===== config.mk =====
export PLATFORM = sky130hd
export DESIGN_NAME = hex_text_rom_image_parser_unit
export DESIGN_NICKNAME = d
export VERILOG_FILES = /design/src/rtl/core/htrip_pkg.sv /design/src/rtl/core/htrip_parse.sv /design/src/rtl/core/htrip_out_reg.sv /design/src/rtl/core/hex_text_rom_image_parser_unit.sv
export SDC_FILE = /design/constraint.sdc
export NUM_CORES = 1
export LEC_CHECK = 0
export CELL_PAD_IN_SITES_DETAIL_PLACEMENT = 1
export CELL_PAD_IN_SITES_GLOBAL_PLACEMENT = 2
export CORE_MARGIN = 2
export CORE_UTILIZATION = 41
export CTS_BUF_LIST = sky130_fd_sc_hd__clkbuf_8 sky130_fd_sc_hd__clkbuf_16
export DETAILED_ROUTE_END_ITERATION = 16
export DONT_BUFFER_PORTS = 1
export HOLD_SLACK_MARGIN = 0.1
export PLACE_DENSITY_LB_ADDON = 0.1
export SKIP_LAST_GASP = 1
export SLEW_MARGIN = 15
export SYNTH_ARGS = -nofsm -noshare
export SYNTH_HDL_FRONTEND = slang
export SYNTH_SLANG_ARGS = --single-unit
export TNS_END_PERCENT = 100

===== constraint.sdc =====
create_clock -name clock -period 4.2 [get_ports clock]
set_input_delay 0.21 -clock clock [delete_from_list [all_inputs] [get_ports clock]]
set_output_delay 0.21 -clock clock [all_outputs]
set_load 0.01 [all_outputs]

===== src/rtl/core/htrip_pkg.sv =====
`default_nettype none
// ----------------------------------------------------------------------------
// Hex text image parser package
// Shared types, character codes and the hex digit decode.
// ----------------------------------------------------------------------------
package htrip_pkg;

   localparam logic [7:0] CHAR_COLON = 8'h3A;
   localparam logic [7:0] CHAR_HASH  = 8'h23;
   localparam logic [7:0] CHAR_LF    = 8'h0A;
   localparam logic [7:0] CHAR_CR    = 8'h0D;
   localparam logic [7:0] CHAR_TAB   = 8'h09;
   localparam logic [7:0] CHAR_SPACE = 8'h20;
   localparam logic [7:0] CHAR_0     = 8'h30;
   localparam logic [7:0] CHAR_9     = 8'h39;
   localparam logic [7:0] CHAR_UA    = 8'h41;
   localparam logic [7:0] CHAR_UF    = 8'h46;
   localparam logic [7:0] CHAR_LA    = 8'h61;
   localparam logic [7:0] CHAR_LF_HEX = 8'h66;
   localparam logic [7:0] LETTER_BASE = 8'd10;
   localparam logic [15:0] COUNT_MAX  = 16'hFFFF;

   typedef enum logic [3:0] {
      MODE_HDR0    = 4'd0,
      MODE_HDR1    = 4'd1,
      MODE_HDR2    = 4'd2,
      MODE_HDR3    = 4'd3,
      MODE_COLON   = 4'd4,
      MODE_IDLE    = 4'd5,
      MODE_LOW     = 4'd6,
      MODE_COMMENT = 4'd7,
      MODE_FAIL    = 4'd8
   } mode_type;

   typedef struct packed {
      logic        byte_valid;
      logic [7:0]  data;
      logic [15:0] address;
      logic        done_res;
      logic        ok;
      logic [15:0] byte_count;
   } result_type;

   // Any character outside 0-9, A-F and a-f decodes as zero.
   function automatic logic [3:0] nibble_of(input logic [7:0] c);
      logic [7:0] v;
      v = 8'd0;
      if (c >= CHAR_0 && c <= CHAR_9) begin
         v = c - CHAR_0;
      end else if (c >= CHAR_UA && c <= CHAR_UF) begin
         v = c - CHAR_UA + LETTER_BASE;
      end else if (c >= CHAR_LA && c <= CHAR_LF_HEX) begin
         v = c - CHAR_LA + LETTER_BASE;
      end
      return v[3:0];
   endfunction

endpackage
`default_nettype wire


===== src/rtl/core/htrip_parse.sv =====
`default_nettype none
// ----------------------------------------------------------------------------
// Hex text image parser: parse state and step logic
// Holds the parse mode, offset, pending nibble and byte count, and forms the
// result for the character held in the input register.
// ----------------------------------------------------------------------------
module htrip_parse
   import htrip_pkg::*;
(
   input  wire logic       clock,
   input  wire logic       reset,
   input  wire logic       step,
   input  wire logic [7:0] ch,
   input  wire logic       last,
   output logic            has_result,
   output result_type      result
);

   mode_type    mode_ff, mode_in;
   logic [3:0]  high_ff, high_in;
   logic [15:0] offset_ff, offset_in;
   logic [15:0] count_ff, count_in;

   logic [3:0]  nib;
   logic        got_byte;
   logic        is_space;

   assign nib = nibble_of(ch);
   assign is_space = (ch == CHAR_SPACE) || (ch == CHAR_TAB) ||
                     (ch == CHAR_CR) || (ch == CHAR_LF);

   always_comb begin
      mode_in   = mode_ff;
      high_in   = high_ff;
      offset_in = offset_ff;
      count_in  = count_ff;
      got_byte  = 1'b0;
      result    = '0;

      unique case (mode_ff)
         MODE_HDR0: begin
            offset_in = {offset_ff[11:0], nib};
            mode_in   = MODE_HDR1;
         end
         MODE_HDR1: begin
            offset_in = {offset_ff[11:0], nib};
            mode_in   = MODE_HDR2;
         end
         MODE_HDR2: begin
            offset_in = {offset_ff[11:0], nib};
            mode_in   = MODE_HDR3;
         end
         MODE_HDR3: begin
            offset_in = {offset_ff[11:0], nib};
            mode_in   = MODE_COLON;
         end
         MODE_COLON: begin
            mode_in = (ch == CHAR_COLON) ? MODE_IDLE : MODE_FAIL;
         end
         MODE_IDLE: begin
            if (ch == CHAR_HASH) begin
               mode_in = MODE_COMMENT;
            end else if (!is_space) begin
               high_in = nib;
               mode_in = MODE_LOW;
            end
         end
         MODE_LOW: begin
            got_byte       = 1'b1;
            result.data    = {high_ff, nib};
            result.address = offset_ff + count_ff;
            if (count_ff != COUNT_MAX) begin
               count_in = count_ff + 16'd1;
            end
            mode_in = MODE_IDLE;
         end
         MODE_COMMENT: begin
            if (ch == CHAR_LF) begin
               mode_in = MODE_IDLE;
            end
         end
         default: begin
            mode_in = MODE_FAIL;
         end
      endcase

      result.byte_valid = got_byte;
      result.done_res   = last;
      result.ok         = last && ((mode_in == MODE_IDLE) || (mode_in == MODE_LOW) ||
                                   (mode_in == MODE_COMMENT));
      result.byte_count = count_in;
      has_result        = got_byte || last;

      // The final character returns the parser to its reset state.
      if (last) begin
         mode_in   = MODE_HDR0;
         high_in   = 4'd0;
         offset_in = 16'd0;
         count_in  = 16'd0;
      end
   end

   always_ff @(posedge clock) begin
      if (reset) begin
         mode_ff   <= MODE_HDR0;
         high_ff   <= 4'd0;
         offset_ff <= 16'd0;
         count_ff  <= 16'd0;
      end else if (step) begin
         mode_ff   <= mode_in;
         high_ff   <= high_in;
         offset_ff <= offset_in;
         count_ff  <= count_in;
      end
   end

endmodule
`default_nettype wire


===== src/rtl/core/htrip_out_reg.sv =====
`default_nettype none
// ----------------------------------------------------------------------------
// Hex text image parser: result register
// Holds one result word until the receiver takes it.
// ----------------------------------------------------------------------------
module htrip_out_reg
   import htrip_pkg::*;
(
   input  wire logic        clock,
   input  wire logic        reset,
   input  wire logic        load,
   input  wire result_type  result,
   output logic             free,
   output logic             rsp_valid,
   input  wire logic        rsp_stall,
   output logic             rsp_byte_valid,
   output logic [7:0]       rsp_data,
   output logic [15:0]      rsp_address,
   output logic             rsp_done_res,
   output logic             rsp_ok,
   output logic [15:0]      rsp_byte_count
);

   logic       valid_ff, valid_in;
   result_type word_ff;

   assign free     = !valid_ff || !rsp_stall;
   assign valid_in = load ? 1'b1 : (valid_ff && rsp_stall);

   always_ff @(posedge clock) begin
      if (reset) begin
         valid_ff <= 1'b0;
      end else begin
         valid_ff <= valid_in;
      end
   end

   always_ff @(posedge clock) begin
      if (load) begin
         word_ff <= result;
      end
   end

   assign rsp_valid      = valid_ff;
   assign rsp_byte_valid = word_ff.byte_valid;
   assign rsp_data       = word_ff.data;
   assign rsp_address    = word_ff.address;
   assign rsp_done_res   = word_ff.done_res;
   assign rsp_ok         = word_ff.ok;
   assign rsp_byte_count = word_ff.byte_count;

endmodule
`default_nettype wire


===== src/rtl/core/hex_text_rom_image_parser_unit.sv =====
`default_nettype none
// An accepted character is held in the input register; when it steps, its result is loaded
// into the result register and shown on rsp_ from there until the receiver takes it.
// Throughput: one character per cycle unless stalled; a character with no result never waits.
// The input register stalls only while a result waits for a full result register.
// Synchronous reset empties both registers and returns the parser to the header state.
// ----------------------------------------------------------------------------
// Hex text image parser
// Parses a four-digit hex load offset, a colon and a body of hex byte pairs
// with whitespace and comments, giving one word per byte and a final status.
// ----------------------------------------------------------------------------
module hex_text_rom_image_parser_unit
   import htrip_pkg::*;
(
   input  wire logic        clock,
   input  wire logic        reset,
   input  wire logic        req_valid,
   output logic             req_stall,
   input  wire logic [7:0]  req_ch,
   input  wire logic        req_last,
   output logic             rsp_valid,
   input  wire logic        rsp_stall,
   output logic             rsp_byte_valid,
   output logic [7:0]       rsp_data,
   output logic [15:0]      rsp_address,
   output logic             rsp_done_res,
   output logic             rsp_ok,
   output logic [15:0]      rsp_byte_count
);

   logic       in_valid_ff, in_valid_in;
   logic [7:0] in_ch_ff;
   logic       in_last_ff;
   logic       accept;
   logic       step;
   logic       has_result;
   logic       out_free;
   result_type result;

   // A character with no result never waits on the result register.
   assign step        = in_valid_ff && (!has_result || out_free);
   assign req_stall   = in_valid_ff && !step;
   assign accept      = req_valid && !req_stall;
   assign in_valid_in = accept ? 1'b1 : (in_valid_ff && !step);

   always_ff @(posedge clock) begin
      if (reset) begin
         in_valid_ff <= 1'b0;
      end else begin
         in_valid_ff <= in_valid_in;
      end
   end

   always_ff @(posedge clock) begin
      if (accept) begin
         in_ch_ff   <= req_ch;
         in_last_ff <= req_last;
      end
   end

   htrip_parse u_parse (
      .clock      (clock),
      .reset      (reset),
      .step       (step),
      .ch         (in_ch_ff),
      .last       (in_last_ff),
      .has_result (has_result),
      .result     (result)
   );

   htrip_out_reg u_out (
      .clock          (clock),
      .reset          (reset),
      .load           (step && has_result),
      .result         (result),
      .free           (out_free),
      .rsp_valid      (rsp_valid),
      .rsp_stall      (rsp_stall),
      .rsp_byte_valid (rsp_byte_valid),
      .rsp_data       (rsp_data),
      .rsp_address    (rsp_address),
      .rsp_done_res   (rsp_done_res),
      .rsp_ok         (rsp_ok),
      .rsp_byte_count (rsp_byte_count)
   );

endmodule
`default_nettype wire

======== Yosys cells after proc, flatten, opt, wreduce, memory -nomap -nowiden ========
Cells that the tools add are included.
operators by class
  add/subtract/negate cells ............... 7
  magnitude comparators ................... 6
  equal/unequal tests ..................... 19
  mux-type cells .......................... 21
  reduce and logical (&&, ||, !) cells .... 28
operators with widths
  operator                 number
  $mux W16                 5
  $mux W4                  12
  $pmux W4 S8              1
  $eq A4 B3 Y1 const B     7
  $eq A8 B4 Y1 const B     3
  $eq A8 B6 Y1 const B     3
  $add A16 B1 Y16 const B  1
  $add A16 B16 Y16         1
  $ge A8 B7 Y1 const B     2
  $le A8 B7 Y1 const B     2
  $ne A16 B16 Y1 const B   1
  $sub A4 B1 Y4 const B    3
  $logic_and A1 B1 Y1      9
  $add A4 B4 Y4 const B    2
  $eq A4 B2 Y1 const B     2
  $ge A8 B6 Y1 const B     1
  $le A8 B6 Y1 const B     1
  $logic_or A1 B1 Y1       8
  $logic_not A1 Y1         5
  $eq A4 B1 Y1 const B     1
  $logic_not A4 Y1         1
  $ne A2 B2 Y1 const B     2
  $reduce_and A4 Y1        1
  $reduce_bool A2 Y1       2
  3 further kinds          5
word-level totals
  bits in registers ....................... 94
  input port bits ......................... 13
  output and inout port bits .............. 45
  word-level logic and storage cells ...... 95

======== Logic depth before layout (Yosys ltp) ========
  depth after elaboration ................. 11
  depth in mapped cells ................... 9
  mapped depth without buffers ............ 9

======== Cells and area by module ========
From an unflattened synthesis, not the netlist that was laid out.
unflattened totals
  cells, all modules ...................... 497
  area total of the unflattened synthesis .. 5029.8 um^2
by module, submodules not included
  module                          times used  cells an instance  area an instance (um^2)  sequential area each (um^2)
  htrip_parse                     1           432                3358.2                   800.8
  htrip_out_reg                   1           47                 1323.8                   1311.3
  hex_text_rom_image_parser_unit  1           18                 347.8                    290.3

======== Worst setup path before layout ========
Ideal clock, no wire load.
  path type ............................... register -> register
  start ................................... reg u_parse.mode_ff[0]
  end ..................................... reg u_out.word_ff (netlist bit u_out.rsp_address[0]), enable pin
  library setup time ...................... 0.444 ns
  arrival time ............................ 3.091 ns
  data required time ...................... 3.756 ns
  setup slack ............................. 0.666 ns
  cell stages (with the launch flop) ...... 9
  buffers on the path ..................... 3
  period minus slack after synthesis ...... 3.534 ns
  path through ............................ dfxtp_1 -> buf_2 -> nand4bb_1 -> buf_4 -> inv_2 -> nor2_1 -> o21ai_1 -> clkbuf_1 -> nor2_1
RTL lines
  what                      RTL line             source
  start: declaration        htrip_parse.sv:19    mode_type mode_ff, mode_in;
  start signal: assignment  htrip_parse.sv:110   mode_ff <= mode_in;
  end signal: assignment    htrip_out_reg.sv:40  word_ff <= result;
  end: declaration          htrip_out_reg.sv:25  result_type word_ff;

==> metrics.yaml <==
core_area_um2: 11320
maxCapViolCount: 0
worst_pin_slew_ps: 914.1
post_cts_resize_count: 0
io_buffers: 0
drive_gt1_share_pct: 8.085
p_leak_nw: 1.790
fin_cells: 613
detail_route.iter0.violations: 118
start_util_pct: 41.56
hold_path.class: "in -> reg"
grt_max_degree: 32
yosysWarnings: 0
placement_rows: 39
cts_made_buffers: 9
cts_tree: "built"
critPathTopFamily: "simple AND/OR/NAND/NOR gates"
hold_viol_final: 0
grt_overflow_total: 0
viasPerCell: 5.796
synth_cell_types: 67
fillCellCount: 1270
fin_crit_sh_pct: 65.01
cp.arrival_ps: 3010
drc_errors: 0
p_per_area_nw_per_um2: 356.6
syn_nets: 494
setup-tns-final_ps: 0
period_needed_ps: 2730
drv_slew: 0
fp.dieH_um: 111.1
antenna_found_initial: 0
dp_hpwl_um: 8563
clkTransAtPathRegs_ps: 70
syn2layout_area_growth_pct: 11.25
synth_ff_type: "edfxtp_1"
io_pins: 58
place_inst: 586
ys_async_sr_fraction_pct: 0
cp_slowest_stage_delay_ps: 590
synth-edff-count: 52
synth_area_um2: 4705
die_area_um2: 12350
clock_skew_ps: 10.47
ir_drop_mv: 0.1675
synth_cells: 459
rsz0062_at_grt: "false"
seq_area_frac_synth_pct: 51.06
die_width_um: 111.1
grt_pass1_wl_um: 20040
ant_nets: 0
htree_levels: 3
vias: 3553
nets: 500
drt-pass1-iter-count: 4
grtUsageTotal_pct: 20.59
gp_routability_congestion: 0.8364
slowest_stage: "nor3_2"
crit_type: "reg -> reg"
critPathLaunchType: "flop"
synth_area_leaders: "edfxtp_1 33%, dfxtp_1 18%, ha_1 5.6%, nor2_1 5.2%, a21oi_1 4.1%"
synth_seq_cells: 94
first_global_vias: 3702
path_cells: "nand4bb_1 > inv_2 > nor2_1 > o21ai_1 > buf_4 > nor3_2 > nand4_1 > o2bb2ai_1"
wl_per_cell_um: 19.49
clock-sinks: 94
max_freq_mhz: 366.3
setup_viol: 0
synth_top_area_share_pct: 33.19
required_ps: 4480
syn_area_per_cell_um2: 10.25
cp_max_fo: 14
critical_path_buf_inv_count: 2
yosys.area.top_type: "edfxtp_1"
clockBufferDepth: 2
max-slew-margin-rel_pct: 38.83
clock_latency_ps: 350
cp-end-kind: "flop"
n_antenna_cell: 0
cts-root-buf: "clkbuf_16"
drt_wl_total_um: 11950
status: "finished clean"
[synthesized netlist by cell type (7+ instances only)]
| cell | instances |
|---|---|
| a21oi_1 | 39 |
| xor2_1 | 7 |
| o21ai_0 | 21 |
| clkbuf_1 | 13 |
| a22oi_1 | 17 |
| nor3_1 | 12 |
| nor2_1 | 65 |
| dfxtp_1 | 42 |
| edfxtp_1 | 52 |
| nand4_1 | 7 |
| xnor2_1 | 13 |
| inv_1 | 13 |
| a31oi_1 | 7 |
| ha_1 | 21 |
| nand2_1 | 26 |
| nand3_1 | 12 |
[cells in the final DEF (no fill, tap or decap), drive strengths merged, types with 10 or more instances in the layout]
cell	count
nand2	26
o21ai	23
dfxtp	42
a21oi	40
a22oi	17
inv	20
nor2	65
nor3	15
ha	21
nand3	13
dlygate4sd3	10
xnor2	13
edfxtp	52
[metal layers]
metal  share of wire [%]  vias up  GRT usage, %
li1                    -     1718             -
met1                  46     1769         26.46
met2                  50       60         35.34
met3                 3.4        6         4.155
met4                0.81        0         5.926
met5                   0        -             0
[layout make-up]
cell class	instances	area [um^2]	share of cell area, %
sequential	94	2402	45.90
clock buffer	9	225.2	4.303
clock inverter	7	52.55	1.004
inverter	14	52.55	1.004
tap	143	178.9	3.419
multi-input combinational	331	2172	41.50
timing repair buffer	15	150.1	2.869
[registers in the layout (all words and copies together) (netlist names)]
register              cells
u_parse.high_ff           4
u_out.rsp_ok              1
u_out.rsp_address        16
u_out.rsp_valid           1
u_out.rsp_data            8
u_parse.offset_ff        16
in_ch_ff                  8
u_out.rsp_byte_valid      1
u_out.rsp_done_res        1
u_parse.count_ff         16
u_parse.mode_ff           4
in_valid_ff               1
u_out.rsp_byte_count     16
in_last_ff                1
[power by group]
part           switching, mW  internal [mW]
combinational         0.0487         0.0241
sequential            0.0232          0.986
clock                  0.374          0.410
[cells by family (layout without fill, tap and decap cells)]
| kind of cell | after synthesis | after routing | synth area share [%] |
|---|---|---|---|
| flip-flops | 94 | 94 | 51.06 |
| adder cells (fa/ha/maj) | 22 | 22 | 6.011 |
| buffers and inverters | 34 | 45 | 2.925 |
| AO/OA/AOI/OAI | 127 | 127 | 18.51 |
| XOR/XNOR | 20 | 20 | 3.723 |
| multiplexers | 4 | 4 | 0.9308 |
| AND/OR/NAND/NOR | 158 | 158 | 16.84 |
[per-stage QoR]
| stage | power [mW] | util, % | cell area [um^2] | setup slack [ps] | hold slack [ps] |
|---|---|---|---|---|---|
| final | 1.866 | 46.23 | 5234 | 1470 | 120.5 |
| after CTS | 1.884 | 46.23 | 5234 | 1485 | 101.6 |
| after global placement | 1.087 | 42.72 | 4836 | 1542 | 287.4 |
| after global routing | 1.945 | 46.23 | 5234 | 1168 | 122.8 |
| after floorplan | 1.071 | - | 4705 | 665.7 | 308.9 |
| after detailed placement | 1.090 | 42.72 | 4836 | 1500 | 287.3 |
[what timing repair did]
| action | 4_1_cts | 5_1_grt |
|---|---|---|
| endpoints found under the hold margin | 40 | 0 |
| setup buffers | 0 | 0 |
| hold buffers | 11 | 0 |
[worst register-to-register path, stage by stage, from the launching register on]
cell and delay (ps):
dfxtp_1 480, nand4bb_1 240, inv_2 140, nor2_1 230, o21ai_1 170, buf_4 230, nor3_2 590, nand4_1 360
o2bb2ai_1 240
[worst paths after layout]
check	startpoint	slack, ps	endpoint	cells past startpoint
max	u_parse.mode_ff[0]	1470	u_parse.high_ff[0]	8
min	reset	120	u_parse.mode_ff[3]	3
max reg2reg	u_parse.mode_ff[0]	1470	u_parse.high_ff[0]	8
min reg2reg	u_parse.high_ff[1]	460	u_parse.high_ff[1]	1
Power figures use the tool's default switching activity.
